`src/hdl/lse_pkg.sv`:
```
`timescale 1ns / 1ps

package lse_pkg;

    localparam int BYTE_W     = 8;
    localparam int WORD_W     = 32;
    localparam int BIT_IDX_W  = 5;
    localparam int CFG_INDEX_W = 2;
    localparam int CFG_DATA_W = 32;
    localparam int MAGIC_W    = 8;
    localparam int EXT_W      = 4;
    localparam int STATUS_W   = 2;

    // item queue between front and back
    localparam int QUEUE_DEPTH = 2;
    localparam int QPTR_W      = $clog2(QUEUE_DEPTH);
    localparam int QCNT_W      = $clog2(QUEUE_DEPTH + 1);

    typedef enum logic [2:0] {
        PH_HEADER,
        PH_MAGIC_LEN,
        PH_MAGIC,
        PH_EXT_LEN,
        PH_EXT,
        PH_SIZE,
        PH_SECRET,
        PH_DONE
    } phase_t;

    typedef enum logic {
        CMD_COVER   = 1'b0,
        CMD_PAYLOAD = 1'b1
    } cmd_t;

    typedef enum logic [STATUS_W-1:0] {
        ST_OK       = 2'd0,
        ST_UNDERRUN = 2'd1,
        ST_OVERRUN  = 2'd2
    } status_t;

    typedef enum logic [CFG_INDEX_W-1:0] {
        CFG_MAGIC_LENGTH     = 2'd0,
        CFG_EXTENSION_LENGTH = 2'd1,
        CFG_SECRET_SIZE      = 2'd2
    } cfg_index_t;

    typedef struct packed {
        cmd_t              command;
        logic [BYTE_W-1:0] item_byte;
    } item_t;

    function automatic logic is_byte_section(input phase_t ph);
        return (ph == PH_MAGIC) || (ph == PH_EXT) || (ph == PH_SECRET);
    endfunction

    function automatic logic [WORD_W-1:0] section_len(
        input phase_t             ph,
        input logic [MAGIC_W-1:0] magic_length,
        input logic [EXT_W-1:0]   extension_length,
        input logic [WORD_W-1:0]  secret_size
    );
        logic [WORD_W-1:0] len;
        case (ph)
            PH_MAGIC: len = {{(WORD_W-MAGIC_W){1'b0}}, magic_length};
            PH_EXT:   len = {{(WORD_W-EXT_W){1'b0}}, extension_length};
            default:  len = secret_size;
        endcase
        return len;
    endfunction

    function automatic phase_t next_phase(input phase_t ph);
        return phase_t'(3'(ph) + 3'd1);
    endfunction

endpackage

```
`src/hdl/lse_in_if.sv`:
```
`timescale 1ns / 1ps

interface lse_in_if;
    logic                     valid;
    logic                     ready;
    logic                     command;
    logic [lse_pkg::BYTE_W-1:0] item_byte;

    modport source (output valid, output command, output item_byte, input ready);
    modport sink   (input valid, input command, input item_byte, output ready);
endinterface

```
`src/hdl/lse_out_if.sv`:
```
`timescale 1ns / 1ps

interface lse_out_if;
    logic                         valid;
    logic                         ready;
    logic [lse_pkg::BYTE_W-1:0]   stego_byte;
    logic [lse_pkg::STATUS_W-1:0] status;
    logic                         bit_embedded;

    modport source (output valid, output stego_byte, output status, output bit_embedded,
                    input ready);
    modport sink   (input valid, input stego_byte, input status, input bit_embedded,
                    output ready);
endinterface

```
`src/hdl/lse_front.sv`:
```
`timescale 1ns / 1ps

module lse_front
(
    input  logic           clk,
    input  logic           rst_n,
    lse_in_if.sink         in_ch,
    output logic           q_valid,
    output lse_pkg::item_t q_item,
    input  logic           q_pop
);

    lse_pkg::item_t                    entry_reg [lse_pkg::QUEUE_DEPTH];
    logic [lse_pkg::QPTR_W-1:0]        wr_ptr_reg;
    logic [lse_pkg::QPTR_W-1:0]        rd_ptr_reg;
    logic [lse_pkg::QCNT_W-1:0]        count_reg;
    logic [lse_pkg::QCNT_W-1:0]        count_next;
    lse_pkg::item_t                    in_item;
    logic                              push;
    logic                              pop;

    // classify the raw transfer into a typed item
    always_comb
    begin
        in_item.command   = in_ch.command ? lse_pkg::CMD_PAYLOAD : lse_pkg::CMD_COVER;
        in_item.item_byte = in_ch.item_byte;
    end

    assign in_ch.ready = (count_reg != lse_pkg::QCNT_W'(lse_pkg::QUEUE_DEPTH));
    assign push        = in_ch.valid && in_ch.ready;
    assign q_valid     = (count_reg != '0);
    assign pop         = q_pop && q_valid;
    assign q_item      = entry_reg[rd_ptr_reg];

    always_comb
    begin
        count_next = count_reg;
        if (push && !pop)
        begin
            count_next = count_reg + lse_pkg::QCNT_W'(1);
        end
        else if (pop && !push)
        begin
            count_next = count_reg - lse_pkg::QCNT_W'(1);
        end
    end

    always_ff @(posedge clk or negedge rst_n)
    begin
        if (!rst_n)
        begin
            wr_ptr_reg <= '0;
            rd_ptr_reg <= '0;
            count_reg  <= '0;
        end
        else
        begin
            count_reg <= count_next;
            if (push)
            begin
                wr_ptr_reg <= wr_ptr_reg + lse_pkg::QPTR_W'(1);
            end
            if (pop)
            begin
                rd_ptr_reg <= rd_ptr_reg + lse_pkg::QPTR_W'(1);
            end
        end
    end

    always_ff @(posedge clk)
    begin
        if (push)
        begin
            entry_reg[wr_ptr_reg] <= in_item;
        end
    end

endmodule

```
`src/hdl/lse_back.sv`:
```
`timescale 1ns / 1ps

module lse_back
#(
    parameter int HEADER_BYTES = 54
)
(
    input  logic                               clk,
    input  logic                               rst_n,
    input  logic                               cfg_wr_en,
    input  logic [lse_pkg::CFG_INDEX_W-1:0]    cfg_index,
    input  logic [lse_pkg::CFG_DATA_W-1:0]     cfg_data,
    input  logic                               q_valid,
    input  lse_pkg::item_t                     q_item,
    output logic                               q_pop,
    lse_out_if.source                          out_ch
);

    localparam int HC_W = (HEADER_BYTES > 0) ? $clog2(HEADER_BYTES + 1) : 1;
    localparam logic [HC_W-1:0] HB_VAL = HC_W'(HEADER_BYTES);

    logic [lse_pkg::MAGIC_W-1:0]   magic_length_reg;
    logic [lse_pkg::EXT_W-1:0]     extension_length_reg;
    logic [lse_pkg::WORD_W-1:0]    secret_size_reg;

    lse_pkg::phase_t               phase_reg, phase_next;
    logic [HC_W-1:0]               header_count_reg, header_count_next;
    logic [lse_pkg::BIT_IDX_W-1:0] bit_index_reg, bit_index_next;
    logic [lse_pkg::WORD_W-1:0]    byte_count_reg, byte_count_next;
    logic [lse_pkg::BYTE_W-1:0]    payload_hold_reg, payload_hold_next;
    logic                          hold_valid_reg, hold_valid_next;

    logic                          out_valid_reg;
    logic [lse_pkg::BYTE_W-1:0]    stego_byte_reg;
    lse_pkg::status_t              status_reg;
    logic                          bit_embedded_reg;

    logic                          res_valid;
    logic [lse_pkg::BYTE_W-1:0]    res_byte;
    lse_pkg::status_t              res_status;
    logic                          res_embedded;

    assign q_pop = q_valid && (!out_valid_reg || out_ch.ready);

    always_comb
    begin
        lse_pkg::phase_t            ph;
        logic [lse_pkg::WORD_W-1:0] fld;
        logic                       bit_val;
        logic                       underrun;

        phase_next        = phase_reg;
        header_count_next = header_count_reg;
        bit_index_next    = bit_index_reg;
        byte_count_next   = byte_count_reg;
        payload_hold_next = payload_hold_reg;
        hold_valid_next   = hold_valid_reg;
        res_valid         = 1'b0;
        res_byte          = q_item.item_byte;
        res_status        = lse_pkg::ST_OK;
        res_embedded      = 1'b0;
        ph                = phase_reg;
        fld               = '0;
        bit_val           = 1'b0;
        underrun          = 1'b0;

        if (q_pop)
        begin
            if (q_item.command == lse_pkg::CMD_PAYLOAD)
            begin
                if (hold_valid_reg)
                begin
                    res_valid  = 1'b1;
                    res_byte   = '0;
                    res_status = lse_pkg::ST_OVERRUN;
                end
                else
                begin
                    payload_hold_next = q_item.item_byte;
                    hold_valid_next   = 1'b1;
                end
            end
            else
            begin
                res_valid = 1'b1;

                // skip past finished or empty sections, lengths read live
                if (ph == lse_pkg::PH_HEADER && header_count_reg >= HB_VAL)
                begin
                    ph             = lse_pkg::PH_MAGIC_LEN;
                    bit_index_next = '0;
                end
                else if (lse_pkg::is_byte_section(ph) &&
                         byte_count_reg >= lse_pkg::section_len(ph, magic_length_reg,
                                               extension_length_reg, secret_size_reg))
                begin
                    ph              = lse_pkg::next_phase(ph);
                    byte_count_next = '0;
                    bit_index_next  = '0;
                end

                case (ph)
                    lse_pkg::PH_HEADER:
                    begin
                        header_count_next = header_count_reg + HC_W'(1);
                        if (header_count_next >= HB_VAL)
                        begin
                            ph             = lse_pkg::PH_MAGIC_LEN;
                            bit_index_next = '0;
                        end
                    end
                    lse_pkg::PH_MAGIC_LEN, lse_pkg::PH_EXT_LEN, lse_pkg::PH_SIZE:
                    begin
                        case (ph)
                            lse_pkg::PH_MAGIC_LEN:
                                fld = {{(lse_pkg::WORD_W-lse_pkg::MAGIC_W){1'b0}},
                                       magic_length_reg};
                            lse_pkg::PH_EXT_LEN:
                                fld = {{(lse_pkg::WORD_W-lse_pkg::EXT_W){1'b0}},
                                       extension_length_reg};
                            default:
                                fld = secret_size_reg;
                        endcase
                        // msb first: bit 31 minus index
                        bit_val      = fld[~bit_index_next];
                        res_embedded = 1'b1;
                        if (bit_index_next == '1)
                        begin
                            bit_index_next  = '0;
                            byte_count_next = '0;
                            ph              = lse_pkg::next_phase(ph);
                        end
                        else
                        begin
                            bit_index_next = bit_index_next + lse_pkg::BIT_IDX_W'(1);
                        end
                    end
                    lse_pkg::PH_MAGIC, lse_pkg::PH_EXT, lse_pkg::PH_SECRET:
                    begin
                        if (!hold_valid_reg)
                        begin
                            underrun   = 1'b1;
                            res_status = lse_pkg::ST_UNDERRUN;
                        end
                        else
                        begin
                            bit_val      = payload_hold_reg[~bit_index_next[2:0]];
                            res_embedded = 1'b1;
                            if (bit_index_next[2:0] == 3'd7)
                            begin
                                bit_index_next  = '0;
                                hold_valid_next = 1'b0;
                                byte_count_next = byte_count_next + lse_pkg::WORD_W'(1);
                            end
                            else
                            begin
                                bit_index_next = bit_index_next + lse_pkg::BIT_IDX_W'(1);
                            end
                        end
                    end
                    default:
                    begin
                    end
                endcase

                if (!underrun && lse_pkg::is_byte_section(ph) &&
                    byte_count_next >= lse_pkg::section_len(ph, magic_length_reg,
                                           extension_length_reg, secret_size_reg))
                begin
                    ph              = lse_pkg::next_phase(ph);
                    byte_count_next = '0;
                    bit_index_next  = '0;
                end

                if (res_embedded)
                begin
                    res_byte = {q_item.item_byte[lse_pkg::BYTE_W-1:1], bit_val};
                end
                phase_next = ph;
            end
        end
    end

    always_ff @(posedge clk or negedge rst_n)
    begin
        if (!rst_n)
        begin
            phase_reg            <= lse_pkg::PH_HEADER;
            header_count_reg     <= '0;
            bit_index_reg        <= '0;
            byte_count_reg       <= '0;
            payload_hold_reg     <= '0;
            hold_valid_reg       <= 1'b0;
            magic_length_reg     <= '0;
            extension_length_reg <= '0;
            secret_size_reg      <= '0;
            out_valid_reg        <= 1'b0;
        end
        else
        begin
            phase_reg        <= phase_next;
            header_count_reg <= header_count_next;
            bit_index_reg    <= bit_index_next;
            byte_count_reg   <= byte_count_next;
            payload_hold_reg <= payload_hold_next;
            hold_valid_reg   <= hold_valid_next;

            if (cfg_wr_en)
            begin
                case (cfg_index)
                    lse_pkg::CFG_MAGIC_LENGTH:
                        magic_length_reg <= cfg_data[lse_pkg::MAGIC_W-1:0];
                    lse_pkg::CFG_EXTENSION_LENGTH:
                        extension_length_reg <= cfg_data[lse_pkg::EXT_W-1:0];
                    lse_pkg::CFG_SECRET_SIZE:
                        secret_size_reg <= cfg_data[lse_pkg::WORD_W-1:0];
                    default:
                    begin
                    end
                endcase
            end

            if (q_pop && res_valid)
            begin
                out_valid_reg <= 1'b1;
            end
            else if (out_ch.ready)
            begin
                out_valid_reg <= 1'b0;
            end
        end
    end

    always_ff @(posedge clk)
    begin
        if (q_pop && res_valid)
        begin
            stego_byte_reg   <= res_byte;
            status_reg       <= res_status;
            bit_embedded_reg <= res_embedded;
        end
    end

    assign out_ch.valid        = out_valid_reg;
    assign out_ch.stego_byte   = stego_byte_reg;
    assign out_ch.status       = status_reg;
    assign out_ch.bit_embedded = bit_embedded_reg;

endmodule

```
`src/hdl/lsb_stego_embedder.sv`:
```
`timescale 1ns / 1ps

// LSB embedder for a BMP byte stream. Cover bytes and payload bytes share one
// input channel; every cover byte gives one result, a payload byte gives a
// result only when it is dropped as an overrun. The block takes one item per
// clock while the output is not stalled: a two-entry queue sits between the
// input and the embedding engine, which retires one queued item per cycle
// unless the output stalls, and holds each result in an output register,
// so a transfer on each side can happen in every cycle. The rate is set by
// the engine's combinational state update (section end check and bit select).
// Length registers are read live and should be written while the block is idle.
module lsb_stego_embedder
#(
    parameter int HEADER_BYTES = 54
)
(
    input  logic                            clk,
    input  logic                            rst_n,
    input  logic                            cfg_wr_en,
    input  logic [lse_pkg::CFG_INDEX_W-1:0] cfg_index,
    input  logic [lse_pkg::CFG_DATA_W-1:0]  cfg_data,
    lse_in_if.sink                          in_ch,
    lse_out_if.source                       out_ch
);

    logic           q_valid;
    logic           q_pop;
    lse_pkg::item_t q_item;

    lse_front u_front
    (
        .clk     (clk),
        .rst_n   (rst_n),
        .in_ch   (in_ch),
        .q_valid (q_valid),
        .q_item  (q_item),
        .q_pop   (q_pop)
    );

    lse_back
    #(
        .HEADER_BYTES (HEADER_BYTES)
    )
    u_back
    (
        .clk       (clk),
        .rst_n     (rst_n),
        .cfg_wr_en (cfg_wr_en),
        .cfg_index (cfg_index),
        .cfg_data  (cfg_data),
        .q_valid   (q_valid),
        .q_item    (q_item),
        .q_pop     (q_pop),
        .out_ch    (out_ch)
    );

endmodule

```
`src/flat_wrapper.sv`:
```
// flat-port wrapper written by rule: the top's interface ports become plain ports
module lsb_stego_embedder_flat 
#(
    parameter int HEADER_BYTES = 54
)
  (clk, rst_n, cfg_wr_en, cfg_index, cfg_data, in_ch_valid, in_ch_command, in_ch_item_byte, in_ch_ready, out_ch_valid, out_ch_stego_byte, out_ch_status, out_ch_bit_embedded, out_ch_ready);
  lse_in_if in_ch_i ();
  lse_out_if out_ch_i ();
  input  logic clk;
  input  logic rst_n;
  input  logic cfg_wr_en;
  input  logic [lse_pkg::CFG_INDEX_W-1:0] cfg_index;
  input  logic [lse_pkg::CFG_DATA_W-1:0] cfg_data;
  input wire logic [$bits(in_ch_i.valid)-1:0] in_ch_valid;
  input wire logic [$bits(in_ch_i.command)-1:0] in_ch_command;
  input wire logic [$bits(in_ch_i.item_byte)-1:0] in_ch_item_byte;
  output wire logic [$bits(in_ch_i.ready)-1:0] in_ch_ready;
  output wire logic [$bits(out_ch_i.valid)-1:0] out_ch_valid;
  output wire logic [$bits(out_ch_i.stego_byte)-1:0] out_ch_stego_byte;
  output wire logic [$bits(out_ch_i.status)-1:0] out_ch_status;
  output wire logic [$bits(out_ch_i.bit_embedded)-1:0] out_ch_bit_embedded;
  input wire logic [$bits(out_ch_i.ready)-1:0] out_ch_ready;
  assign in_ch_i.valid = in_ch_valid;
  assign in_ch_i.command = in_ch_command;
  assign in_ch_i.item_byte = in_ch_item_byte;
  assign in_ch_ready = in_ch_i.ready;
  assign out_ch_valid = out_ch_i.valid;
  assign out_ch_stego_byte = out_ch_i.stego_byte;
  assign out_ch_status = out_ch_i.status;
  assign out_ch_bit_embedded = out_ch_i.bit_embedded;
  assign out_ch_i.ready = out_ch_ready;
  lsb_stego_embedder #(.HEADER_BYTES(HEADER_BYTES)) u_core (.clk(clk), .rst_n(rst_n), .cfg_wr_en(cfg_wr_en), .cfg_index(cfg_index), .cfg_data(cfg_data), .in_ch(in_ch_i), .out_ch(out_ch_i));
endmodule
```
`config.mk`:
```
export PLATFORM = sky130hd
export DESIGN_NAME = lsb_stego_embedder_flat
export DESIGN_NICKNAME = d
export VERILOG_FILES = /design/src/hdl/lse_pkg.sv /design/src/hdl/lse_in_if.sv /design/src/hdl/lse_out_if.sv /design/src/hdl/lse_front.sv /design/src/hdl/lse_back.sv /design/src/hdl/lsb_stego_embedder.sv /design/src/flat_wrapper.sv
export SDC_FILE = /design/constraint.sdc
export NUM_CORES = 1
export LEC_CHECK = 0
export BUFFER_PORTS_ARGS = -buffer_cell sky130_fd_sc_hd__buf_2
export CAP_MARGIN = 15
export CELL_PAD_IN_SITES_DETAIL_PLACEMENT = 0
export CELL_PAD_IN_SITES_GLOBAL_PLACEMENT = 1
export CORE_MARGIN = 3
export CORE_UTILIZATION = 44
export CTS_CLUSTER_DIAMETER = 60
export DETAILED_ROUTE_END_ITERATION = 10
export GPL_ROUTABILITY_DRIVEN = 0
export PLACE_DENSITY_LB_ADDON = 0.1
export SETUP_SLACK_MARGIN = 0.3
export SLEW_MARGIN = 30
export SYNTH_ARGS = -nofsm -noshare
export SYNTH_HDL_FRONTEND = slang
export SYNTH_SLANG_ARGS = --single-unit
export TNS_END_PERCENT = 20
```
`constraint.sdc`:
```
create_clock -name clk -period 7.5 [get_ports clk]
set_input_delay 0.75 -clock clk [delete_from_list [all_inputs] [get_ports clk]]
set_output_delay 0.75 -clock clk [all_outputs]
set_load 0.01 [all_outputs]
```
# After elaboration in Yosys (flattened, before gate mapping)
# Memory sizes are Yosys's and may differ from the RTL's.
# Index checks and enable logic that the tools add are counted.
# word_totals
wordCells,168
ff_bits,115
in_bits,48
n_memories,1
ram_bits,18
# op_classes
n_eq_ne,17
order_cmp,6
n_reduce_logical,36
bitwise_logic,5
muxes,77
addsub,10
# memory_table
memory,words,width,rd,rd_ports_with_merged_regs,write_ports,line,source
u_core.u_front.entry_reg,2,9,1,0,1,lse_front.sv:13,lse_pkg::item_t entry_reg [lse_pkg::QUEUE_DEPTH];
# op_table
cell,n
32-bit two-way mux,18
32-bit case mux with 2 select lines,4
32-bit >= comparator,2
5-bit two-way mux,9
32-bit by 1-bit adder with 32-bit output (second input constant),1
3-bit two-way mux,9
3-bit == test (second input constant),8
1-bit two-way mux,24
8-bit two-way mux,3
5-bit case mux with 3 select lines,1
3-bit by 2-bit == test with 1-bit output (second input constant),4
6-bit >= comparator (second input constant),2
1-bit logical AND,10
2-bit AND reduction,5
3-bit by 1-bit adder with 3-bit output (second input constant),3
2-bit two-way mux,4
2-bit nonzero test,4
6-bit by 1-bit adder with 6-bit output (second input constant),1
3-bit logical NOT,2
5-bit by 6-bit less-than comparator with 1-bit output (second input constant),1
3-bit case mux with 2 select lines,1
3-bit AND reduction,2
3-bit OR reduction,2
5-bit by 1-bit adder with 5-bit output (second input constant),1
other kinds (19),30

# Logic depth before layout (Yosys ltp)
# Gate-level depths: netlist of the first run.
# depth
word_depth,23
mapped_depth,39
mapped_depth_nobuf,35

# Modules after synthesis
# A second synthesis of the first run with hierarchy kept.
# unflattened
hier_cells,974
hier_area_um2,9432.8
# modules_own_cells
mod,instances,area_each_um2,cells_per_inst
lse_back,1,8572.0,928
lse_front,1,860.8,46

# Least setup slack after synthesis of the first run
# No wires, ideal clock.
# synth_path
path_type,register to register
from,reg u_core.u_back.phase_reg[0]
to,reg u_core.u_back.bit_index_reg[0] in the netlist's numbering
setup_time_ns,0.072
arrival_ns,8.116
period_less_slack_ns,8.188
path_slack_ns,-0.688
stages_incl_launch_ff,37
n_path_buf,5
path_cell_list,dfrtp_1 > inv_1 > ha_1 > clkbuf_1 > a21oi_1 > clkbuf_1 > nand2_1 > ha_1 > nand4_1 > or4_4 > nor4_1 > nor4_2 > clkbuf_1 > and2_1 > ha_1 > and3_1 > ha_1 > and2_1 > a2111oi_0 > a31o_2 > ha_1 > and2_1 > o41ai_4 > and2_1 > buf_2 > a211oi_1 > ha_1 > nand2b_1 > a21o_1 > a211oi_1 > o21ai_0 > a211o_1 > a311oi_1 > a2111oi_4 > buf_4 > o311a_1 > nor2_1
# synth_via
elab_chain_len,23
elab_cells_between_ends,72
# synth_lines
item,line,source
from (decl),lse_back.sv:26,"lse_pkg::phase_t phase_reg, phase_next;"
from (signal assigned),lse_back.sv:188,phase_reg <= lse_pkg::PH_HEADER;
from (signal assigned),lse_back.sv:201,phase_reg <= phase_next;
branches (longest 22 deep; another with 32-bit >= comparator),n/a,
5-bit two-way mux *,lse_back.sv:166,if (!underrun && lse_pkg::is_byte_section(ph) &&
to (signal assigned),lse_back.sv:203,bit_index_reg <= bit_index_next;
to (decl),lse_back.sv:28,"logic [lse_pkg::BIT_IDX_W-1:0] bit_index_reg, bit_index_next;"
# Mark *: on every way between the ends. The select of a mux whose other input is x is not followed.
# A chain may end at the register's enable or synchronous reset.

# Final worst setup path of the first run
# layout_path
from,reg u_core.u_back.phase_reg[1]
to,reg u_core.u_back.byte_count_reg[27] in the netlist's numbering
# layout_via
elab_chain_len,23
elab_cells_between_ends,66
# layout_lines
item,line,source
branches (longest 22 deep; another with 32-bit >= comparator),n/a,
32-bit two-way mux *,lse_back.sv:166,
to (signal assigned),lse_back.sv:204,byte_count_reg <= byte_count_next;
to (decl),lse_back.sv:29,"logic [lse_pkg::WORD_W-1:0] byte_count_reg, byte_count_next;"
# Marked as above.

==> flow_summary.toml, run 1 <==
[worst_hold_path]
hold_class = "in -> async"

[cells_and_area]
fillers = 1855
register_area_um2 = 3470
drive_gt1_share_pct = 35.8
area_delta_synth_final_pct = 31.0
antenna_cells = 0
layout.nets = 1298
multiInputGateArea_um2 = 6420

[sta]
hold_violations = 0
relSlewSlack_pct = 30.9
hold_ws_ps = 329
timing.fmax_mhz = 136
setup_violations = 0
finalMaxSlewViolations = 0
fin_tns_setup_ps = 0
tightest_slew_ps = 1040
fin_crit_sh_pct = 98.1
skew_ps = 14.6
fin_crit_ps = 7360
rsz0062_at_grt = "true"

[route]
vias = 8630
wl_um = 31500
wire_per_inst_um = 21.6
vias_per_cell = 5.93
ant_nets = 0
post-route-drc-count = 0
dr.pass1.iters = 5
drt_iter0_drc = 668

[setup_path]
startpoint_type = "flop"
required_ps = 7860
crit_slowest_cell = "or4_4"
timing.rr.start = "u_core.u_back.phase_reg[1]"
cp-startpoint = "u_core.u_back.phase_reg[1]"
cp_max_fo = 8
cpPeakStageDelay_ps = 570
arrival_ps = 7720
critPathKind = "reg -> reg"
regToRegEndpoint = "u_core.u_back.byte_count_reg[27]"
reg2reg_depth = 38
r2r_slack_ps = 140
endpoint_kind = "flop"

[grt]
track_usage_pct = 26.8
grt_first_pass_wirelength_um = 49400
grt_max_degree = 63
grt_antenna_before_repair = 0
grt_pass1_vias = 8556
grt_overflow = 0

[pwr]
p_leak_nw = 5.57
peakVddDrop_uv = 191
pwr-share-comb_pct = 37.7
switchingPower_w = 0.00125
intPower_w = 0.00201
p_seq_share_pct = 33.1
power_density_nw_per_um2 = 261
p_clk_share_pct = 29.2
swShare_pct = 38.3

[floorplan]
fp.dieH_um = 153
die_area_um2 = 23400
chipWidth_um = 153
core_area_um2 = 21200
rows = 53
io_pins = 61
initial_utilization_pct = 45.0

[clocking]
clock-sinks = 133
cts_max_level = 4
cts_made_buffers = 17
cts_tree = "built"
cts-root-buf = "clkbuf_16"
clockBufferDepth = 2
clk_latency_ps = 430
hold_buffers = 0
clkTransAtPathRegs_ps = 70

[yosys]
ys_ff_latch = 133
syn-instance-count = 1002
ys_async_sr_fraction_pct = 78.2
synth_nets = 1133
yosysWarningCount = 0
synth_cell_types = 87
yosysSeqAreaShare_pct = 36.5
syn_area_um2 = 9520
ys.flop_type = "dfrtp_1"
synth_edf_count = 29
syn_avg_cell_area_um2 = 9.51

[run_status]
status = "complete, no violations"

[place]
port_buffers = 60
dp_hpwl_um = 21900

[flow_run]
cap_violations = 0
## layer usage
metal | routed length (µm) | share of wire, % | vias up | global-route usage, %
li1 | - | - | 4072 | -
met1 | 14400 | 46 | 4214 | 37.9
met2 | 14800 | 47 | 309 | 43.4
met3 | 1750 | 5.6 | 35 | 3.45
met4 | 580 | 1.8 | 0 | 7.38
met5 | 0 | 0 | - | 0
## area by class of cell
type	instances	share of cell area [%]
Clock inverter	15	1.87
Timing Repair Buffer	196	11.8
Sequential cell	133	27.9
Clock buffer	17	3.41
Inverter	27	0.813
Tap cell	275	2.76
Multi-Input combinational cell	792	51.5
## power groups by stage
stage	Clock [W]	Sequential (W)	Combinational, W
6_report	0.000951	0.00108	0.00123
5_1_grt	0.000996	0.00110	0.00133
3_3_place_gp	0	0.00109	0.00111
4_1_cts	0.000966	0.00108	0.00120
2_1_floorplan	0	0.00104	0.000732
3_5_place_dp	0	0.00109	0.00112
## layout by cell type, fill, tap and decap left out, types with 7 or more instances in the layout
master	instances
nor4_1	7
inv_1	24
nor3_1	11
dfrtp_1	103
o22a_1	8
nand4_1	14
o21ai_0	22
o21ai_1	12
buf_4	117
nor2_1	52
nand2_2	11
ha_4	16
a21o_1	18
a21oi_1	61
and3_1	9
clkbuf_16	17
o21a_1	8
xnor2_1	13
mux2i_1	26
ha_1	62
a22o_1	22
edfxtp_1	29
buf_2	59
mux2_2	51
nand2_1	126
nand3_1	29
a31oi_1	15
and2_1	17
buf_6	12
## worst max-delay path: cells and delay by family (launching register included)
kind                     cells  cell delay, ps
AO/OA/AOI/OAI               13            2120
buffers and inverters        8            1090
XOR/XNOR                     1             180
adder cells (fa/ha/maj)      5            1200
flip-flops                   1             450
AND/OR/NAND/NOR             11            2260
## worst max-delay path by stage
| stage | endpoint | cells after the start |
|---|---|---|
| after detailed placement | u_core.u_back.phase_reg[0] | 33 |
| after floorplan | u_core.u_back.bit_index_reg[0] | 36 |
| after global routing | u_core.u_back.bit_index_reg[2] | 37 |
| after global placement | u_core.u_back.phase_reg[0] | 33 |
| after CTS | u_core.u_back.bit_index_reg[2] | 35 |
| final | u_core.u_back.byte_count_reg[27] | 38 |
## cell usage after synthesis (8+ instances only)
| cell | n | area [µm²] |
|---|---|---|
| nor3_1 | 15 | 75.1 |
| o21ai_1 | 9 | 45.0 |
| edfxtp_1 | 29 | 871 |
| buf_2 | 12 | 60.1 |
| a31oi_1 | 17 | 106 |
| nand4_1 | 14 | 87.6 |
| and2_1 | 22 | 138 |
| mux2i_1 | 27 | 270 |
| o21a_1 | 8 | 60.1 |
| nor2_1 | 58 | 218 |
| xnor2_1 | 14 | 123 |
| clkbuf_1 | 34 | 128 |
| nand2_1 | 138 | 518 |
| a21o_1 | 18 | 135 |
| nor4_1 | 11 | 68.8 |
| inv_1 | 27 | 101 |
| a21oi_1 | 68 | 340 |
| dfrtp_1 | 104 | 2600 |
| and3_1 | 11 | 68.8 |
| ha_1 | 83 | 1040 |
| a22o_1 | 22 | 193 |
| o22a_1 | 8 | 70.1 |
| mux2_2 | 51 | 574 |
| o21ai_0 | 31 | 155 |
| nand3_1 | 30 | 150 |
## through the flow
step	instances	power [W]	instance area, µm²	setup WS, ps	utilization [%]
after global routing	1455	0.00343	12500	-95.7	59.0
final	1455	0.00326	12500	143	59.0
after global placement	1389	0.00220	10900	-56.5	51.6
after CTS	1447	0.00324	12300	277	58.0
after floorplan	1002	0.00177	9710	321	-
after detailed placement	1389	0.00221	10900	-211	51.6
## cells by family after synthesis
group	Yosys count	synth area share [%]
DFF	133	36.5
adders and majority gates	83	10.9
AOI/OAI and AO/OA	261	19.7
muxes	84	10.2
buffers and inverters	78	3.35
xor gates and xnor gates	19	1.75
and+or+nand+nor	344	17.6
## repair_timing
| action | CTS | global route |
|---|---|---|
| pin swaps | 54 | 16 |
| cloned | 3 | 0 |
| setup buffers | 23 | 8 |
| setup endpoints to repair | 40 | 40 |
| gates resized for setup | 90 | 31 |
(Power assumes the default switching activity.)
==> run 2: changes to the inputs <==
--- a/config.mk
+++ b/config.mk
@@ -16,3 +16,3 @@
 export GPL_ROUTABILITY_DRIVEN = 0
-export PLACE_DENSITY_LB_ADDON = 0.1
+export PLACE_DENSITY = 0.86
 export SETUP_SLACK_MARGIN = 0.3
--- a/constraint.sdc
+++ b/constraint.sdc
@@ -3,2 +3,2 @@
 set_output_delay 0.75 -clock clk [all_outputs]
-set_load 0.01 [all_outputs]
+set_load 0.005 [all_outputs]
==> run 2 against run 1 <==
Largest cell class unchanged; clock power is 4.9% lower; fmax is 1.5% lower; cell count is 0.76% lower.
==> flow_summary.toml, run 2 (synthesis gave the netlist of run 1 again) <==
[route]
post-route-drc-count = 0
dr.pass1.iters = 5
vias_per_cell = 6.09
vias = 8799
wl_um = 30000
ant_nets = 0
wire_per_inst_um = 20.8
drt_iter0_drc = 807

[setup_path]
cp_max_fo = 8
reg2reg_depth = 40
critPathKind = "reg -> reg"
endpoint_kind = "flop"
startpoint_type = "flop"
cpMostUsedCell = "ha_4"
required_ps = 7860
r2r_slack_ps = 30
crit_slowest_cell = "dfrtp_1"
cpPeakStageDelay_ps = 390
timing.rr.start = "u_core.u_back.phase_reg[0]"
arrival_ps = 7830
regToRegEndpoint = "u_core.u_back.byte_count_reg[3]"

[cells_and_area]
final_common_cell = "nand2_1"
final_cell_mix = "nand2_1 (126), buf_4 (105), dfrtp_1 (102), ha_1 (63), a21oi_1 (60)"
layout.nets = 1287
area_delta_synth_final_pct = 29.7
drive_gt1_share_pct = 34.6
antenna_cells = 0
multiInputGateArea_um2 = 6410
fillers = 1732
register_area_um2 = 3480
final_cells = 1444

[pwr]
finalPower_w = 0.00319
power_density_nw_per_um2 = 259
peakVddDrop_uv = 206
p_leak_nw = 5.49

[sta]
finalMaxSlewViolations = 0
setup_violations = 0
skew_ps = 11.6
hold_ws_ps = 351
tightest_slew_ps = 1000
relSlewSlack_pct = 32.5
fin_crit_ps = 7470
rsz0062_at_grt = "true"
timing.fmax_mhz = 134
hold_violations = 0
fin_crit_sh_pct = 99.6

[grt]
grt_first_pass_wirelength_um = 47000
grt_pass1_vias = 8522
grt_max_degree = 56
grt_overflow = 0
track_usage_pct = 25.2
grt_antenna_before_repair = 0

[worst_hold_path]
hold_class = "in -> async"

[clocking]
cts_tree = "built"
clk_latency_ps = 440
cts_max_level = 4
clockBufferDepth = 2
cts_made_buffers = 17
hold_buffers = 0
cts-root-buf = "clkbuf_16"
clock-sinks = 133
clkTransAtPathRegs_ps = 70

[run_status]
status = "complete, no violations"

[floorplan]
fp.dieH_um = 153
die_area_um2 = 23400
core_area_um2 = 21200
chipWidth_um = 153
io_pins = 61
initial_utilization_pct = 45.0
rows = 53

[place]
dp_cells = 1370
port_buffers = 60
dp_hpwl_um = 20400

[flow_run]
cap_violations = 0
run 2: changes by cell type in the layout (fill, tap and decap cells not counted), sizes merged:
cell | before | now
bufinv | 3 | 2
buf | 196 | 185
clkinv | 4 | 2
inv | 35 | 38
run 2: critical path, delay by kind of cell, from the launching register on:
family / cells / cell delay (ps)
compound gates: 17 / 3380
simple gates: 8 / 1130
mux: 2 / 510
buf+inv: 7 / 920
fa+ha+maj: 6 / 1000
flops: 1 / 390
run 2: report_power, final:
| group | total (W) | internal (W) | leakage (nW) | switching, W |
|---|---|---|---|---|
| Combinational | 0.00118 | 0.000547 | 3.59 | 0.000635 |
| Sequential | 0.00111 | 0.000925 | 1.58 | 0.000183 |
| Clock | 0.000904 | 0.000513 | 0.309 | 0.000391 |
| Total | 0.00319 | 0.00198 | 5.49 | 0.00121 |
run 2: how the worst max path moves through the flow:
| stage | startpoint | end | cells past startpoint | slack (ps) |
|---|---|---|---|---|
| final | u_core.u_back.phase_reg[0] | u_core.u_back.byte_count_reg[3] | 40 | 30 |
| after global routing | u_core.u_back.phase_reg[0] | u_core.u_back.byte_count_reg[15] | 39 | -300 |
| after CTS | u_core.u_back.phase_reg[0] | u_core.u_back.byte_count_reg[27] | 37 | 190 |
| after detailed placement | u_core.u_back.phase_reg[1] | u_core.u_back.phase_reg[1] | 35 | -120 |
| after global placement | u_core.u_back.phase_reg[0] | u_core.u_back.phase_reg[1] | 34 | 10 |
| after floorplan | u_core.u_back.phase_reg[0] | u_core.u_back.bit_index_reg[0] | 36 | 320 |
run 2: per-stage QoR:
| stage | setup TNS [ps] | setup slack (ps) | area (µm²) | utilization [%] |
|---|---|---|---|---|
| floorplan | 0 | 321 | 9710 | - |
| global placement | 0 | 9.92 | 10800 | 50.9 |
| detailed placement | -1390 | -120 | 10800 | 50.9 |
| CTS | 0 | 189 | 12000 | 56.6 |
| global route | -8830 | -298 | 12400 | 58.4 |
| finish | 0 | 31.4 | 12400 | 58.4 |
run 2: cell type report:
type                    instances  share of cell area (%)
multi-input cells             792                    51.9
flip-flops and latches        133                    28.1
repair buffers                185                    11.3
clock buffers                  17                    3.44
well taps                     275                    2.79
clock inverters                15                    1.61
inverters                      27                   0.820
run 2: per-layer routing:
| metal | wire [µm] | vias to the layer above | global-route usage, % |
|---|---|---|---|
| li1 | - | 4057 | - |
| met1 | 12600 | 4280 | 33.8 |
| met2 | 14000 | 380 | 39.9 |
| met3 | 2160 | 82 | 4.39 |
| met4 | 1190 | 0 | 11.2 |
| met5 | 0 | - | 0 |
run 2: timing repair:
item                       4_1_cts  5_1_grt
gates cloned                     2        0
setup endpoints to repair       40       40
pin swaps                       40       33
gates resized for setup         55       67
buffers inserted                29       11
